### config.mk
export PLATFORM = sky130hd
export DESIGN_NAME = ssd_req_ram
export DESIGN_NICKNAME = d
export VERILOG_FILES = /design/src/design/ssd_pkg.sv /design/src/design/ssd_req_ram.sv
export SDC_FILE = /design/constraint.sdc
export NUM_CORES = 2
export LEC_CHECK = 0
export BUFFER_PORTS_ARGS = -buffer_cell sky130_fd_sc_hd__buf_2
export CELL_PAD_IN_SITES_DETAIL_PLACEMENT = 0
export CELL_PAD_IN_SITES_GLOBAL_PLACEMENT = 1
export CORE_MARGIN = 2
export CORE_UTILIZATION = 61
export DETAILED_ROUTE_END_ITERATION = 16
export PLACE_DENSITY = 0.85
export SETUP_SLACK_MARGIN = 0.1
export SLEW_MARGIN = 20
export SYNTH_ARGS = -nofsm -noshare
export SYNTH_HDL_FRONTEND = slang
export SYNTH_MEMORY_MAX_BITS = 65536
export SYNTH_SLANG_ARGS = --single-unit
### constraint.sdc
create_clock -name i_clk -period 12.9 [get_ports i_clk]
set_input_delay 1.29 -clock i_clk [delete_from_list [all_inputs] [get_ports i_clk]]
set_output_delay 1.29 -clock i_clk [all_outputs]
set_load 0.02 [all_outputs]
### src/design/ssd_pkg.sv
// Shared types and constants for the SYN scan detector.
// No dependencies; used by ssd_req_ram and syn_scan_detector_core.
package ssd_pkg;

    localparam int PAIR_SLOTS  = 16;
    localparam int REQ_SLOTS   = 64;
    localparam int MAX_RESULTS = 16;
    localparam int PAIR_W      = $clog2(PAIR_SLOTS);
    localparam int REQ_W       = $clog2(REQ_SLOTS);
    localparam int PCNT_W      = $clog2(PAIR_SLOTS + 1);
    localparam int RCNT_W      = $clog2(REQ_SLOTS + 1);
    localparam int NRES_W      = $clog2(MAX_RESULTS + 1);
    localparam int CNT_W       = 7;
    localparam logic [3:0] RATIO_RESET = 4'd3;

    // One request entry as stored in the request memory.
    typedef struct packed {
        logic [PAIR_W-1:0] owner;
        logic [31:0]       ports;
        logic [31:0]       seq;
        logic              answered;
    } t_req_word;

    typedef enum logic [2:0] {
        ST_IDLE,
        ST_PSCAN,
        ST_RSCAN,
        ST_WRITE,
        ST_RSEL,
        ST_REVAL,
        ST_RFIN
    } t_state;

endpackage

### src/design/ssd_req_ram.sv
// Request table storage: one write port, one registered read port.
// Depends on ssd_pkg for depth and word type.
module ssd_req_ram (
    input  logic                    i_clk,
    input  logic                    i_we,
    input  logic [ssd_pkg::REQ_W-1:0] i_waddr,
    input  ssd_pkg::t_req_word      i_wdata,
    input  logic [ssd_pkg::REQ_W-1:0] i_raddr,
    output ssd_pkg::t_req_word      o_rdata
);

    ssd_pkg::t_req_word r_mem [ssd_pkg::REQ_SLOTS];

    // Write port.
    always_ff @(posedge i_clk) begin
        if (i_we) begin
            r_mem[i_waddr] <= i_wdata;
        end
    end

    // Registered read port.
    always_ff @(posedge i_clk) begin
        o_rdata <= r_mem[i_raddr];
    end

endmodule

==> flow_summary.ini <==
[setup_path]
crit_fanout = 123
critical_path_class = in -> reg
worst_r2r_path_depth = 4
rr_startpoint = r_mem[37][68]$_DFFE_PP_
worst-path-buf-inv = 4
crit_required_ns = 13.70
crit_family = buffers and inverters
critPathSlowestCell = buf_4
startpoint_type = input port
max_stage_delay_ns = 0.84
r2r_setup_slack_ns = 11.02
cpMostUsedCell = buf_4
crit_chain = buf_8 -> buf_12 -> buf_4 -> nand3_2 -> buf_4 -> o22ai_1 -> a211oi_1 -> o211a_1
r2r_end = o_rdata[68]$_DFF_P_
cp.arrival_ns = 5.67
cp-end-kind = flip-flop

[sta]
maxSlewHeadroom_pct = 14.1
skew_ns = 0.0670
hold_violations = 0
hold_ws_ns = 0.785
tightest_slew_ns = 1.29
worst_slack_ns = 8.02
setup_violations = 0
rsz0062_at_grt = false
setup_tns_ns = 0
timing.fmax_ghz = 0.205
slew_violations = 0
period_needed_ns = 4.88
final.period_utilization_pct = 37.8

[clock_network]
ctsResizeCount = 0
tritoncts_num_sinks = 4485
cts_root_buf = clkbuf_16
htreeDepth = 5
clockBufferDepth = 4
hold_buffers = 0
post-cts-setup-buffers = 0
clk_latency_ns = 0.95
cts_inserted_buffers = 425
clk_pin_slew_worst_paths_ns = 0.06
cts_tree = built

[power]
irDropWorstVdd_v = 0.000170
p_per_area_nw_per_um2 = 160
p_leak_nw = 58.3

[floorplanning]
die_area_um2 = 279000
initial_utilization_pct = 61.4
die_w_um = 529
core-area_um2 = 274000
die_height_um = 529
rows = 192
io_pins = 152

[global_routing]
antenna_found_initial = 41
grt.overflow.total = 0
grt_pass1_wl_um = 673000
grt_pass1_vias = 85200
grt_max_degree = 137
track_usage_pct = 35.3

[placed_design]
dp_hpwl_um = 236000
gp_congestion = 0.797
io_buffers = 151
place_ws_ns = 7.33

[layout]
final_nets = 7484
layout_commonest_cell = edfxtp_1
mostFrequentLayoutCells = 4416 x edfxtp_1, 1104 x mux4_2, 431 x clkbuf_16
drive_above_1_share_pct = 27.9
utilization_pct = 68.5
syn_to_final_growth_pct = 11.7

[routing]
dr.pass1.iters = 12
drt_iter0_markers = 17000
vias = 86700
viasPerCell = 7.63
antenna_left = 0
drc_errors = 0
wl_per_cell_um = 43.3
routed_wl_um = 492000

[synthesis]
syn_nets = 7088
synth_seq_cells = 4485
syn_inst = 7005
avgSynthCellArea_um2 = 24.0
yosysSeqAreaShare_pct = 79.8
ys_warn_count = 0
yosys.cell_types.count = 28
syn-cell-area_um2 = 168000

[hold_path]
holdPathEnd = r_mem[11][45]$_DFFE_PP_
hold_class = in -> reg
min-delay-start = i_wdata[45]
holdPathStages = 1

[status]
status = finished clean

[flow_run]
cap_violations = 0
-- report_power, final --
part	total (W)	switching [W]	leakage, nW	internal [W]
Sequential	0.0162	0.0000787	40.3	0.0161
Clock	0.0123	0.00538	6.67	0.00695
Combinational	0.00139	0.000898	11.4	0.000488
Total	0.0299	0.00636	58.3	0.0236
-- registers in the layout, indices dropped and copies added, names as in the netlist --
name and cells:
r_mem 4416, o_rdata 69
-- metal layers --
| layer | share of wire [%] | global-route usage (%) | up-vias |
|---|---|---|---|
| li1 | - | - | 31200 |
| met1 | 32 | 47.7 | 45000 |
| met2 | 47 | 53.9 | 8916 |
| met3 | 15 | 9.07 | 1501 |
| met4 | 5.9 | 18.2 | 24 |
| met5 | 0.057 | 0 | - |
-- kinds of logic (layout without fill, tap and decap cells) --
kind of cell | count (synthesis) | after routing | synth area share, %
AND/OR/NAND/NOR | 308 | 308 | 0.897
multiplexers | 1209 | 1209 | 15.4
other | 0 | 23 | 0
flip-flops | 4485 | 4485 | 79.8
AO/OA/AOI/OAI | 603 | 603 | 2.73
buffers and inverters | 400 | 1147 | 1.14
-- synthesized netlist by cell type --
cell | instances | area (µm²)
nand4_1 | 2 | 12.5
o22ai_1 | 138 | 863
clkbuf_1 | 143 | 537
mux4_2 | 1104 | 24900
nor3_1 | 2 | 10.0
or3b_2 | 3 | 26.3
buf_4 | 42 | 315
nand2b_1 | 9 | 56.3
mux2i_1 | 105 | 1050
or3_1 | 3 | 18.8
or3b_1 | 1 | 8.76
or2_2 | 2 | 12.5
nand3b_1 | 27 | 203
nand3_1 | 121 | 606
o211a_1 | 69 | 691
a22oi_1 | 276 | 2070
nor2b_1 | 9 | 56.3
nand4b_1 | 1 | 8.76
edfxtp_1 | 4416 | 133000
and2_1 | 3 | 18.8
buf_1 | 22 | 82.6
o221ai_1 | 51 | 447
nand2_1 | 8 | 30.0
buf_2 | 191 | 956
dfxtp_1 | 69 | 1380
buf_6 | 2 | 22.5
a211oi_1 | 69 | 518
nor2_1 | 117 | 439
-- how the worst max path moves through the flow --
stage | slack [ns] | cells after the start | startpoint | end
after floorplan | 5.82 | 4 | i_waddr[3] | r_mem[48][0]$_DFFE_PP_
after global placement | 7.30 | 8 | i_raddr[0] | o_rdata[45]$_DFF_P_
after detailed placement | 7.33 | 8 | i_raddr[0] | o_rdata[45]$_DFF_P_
after CTS | 8.21 | 8 | i_raddr[0] | o_rdata[43]$_DFF_P_
after global routing | 7.99 | 8 | i_raddr[0] | o_rdata[43]$_DFF_P_
final | 8.02 | 8 | i_raddr[2] | o_rdata[2]$_DFF_P_
-- worst register-to-register path, delay by kind of cell, from the launching register on --
kind / cells / cell delay, ns
muxes: 2 / 0.87
AOI/OAI and AO/OA: 2 / 0.51
DFF: 1 / 0.39
-- metrics by stage --
stage          area (µm²)  instances  total power [W]
2_1_floorplan      168000       7005           0.0173
3_3_place_gp       174000      10600           0.0178
3_5_place_dp       174000      10600           0.0179
4_1_cts            187000      11300           0.0299
5_1_grt            187000      11400           0.0305
6_report           188000      11400           0.0299
-- area by class of cell --
class	count	area, µm²
Antenna cell	23	57.6
Multi-Input combinational cell	2120	32600
Clock inverter	202	1900
Timing Repair Buffer	369	2790
Tap cell	3589	4490
Fill cell	15400	86100
Clock buffer	576	11700
Sequential cell	4485	134000
(Power assumes the default switching activity.)
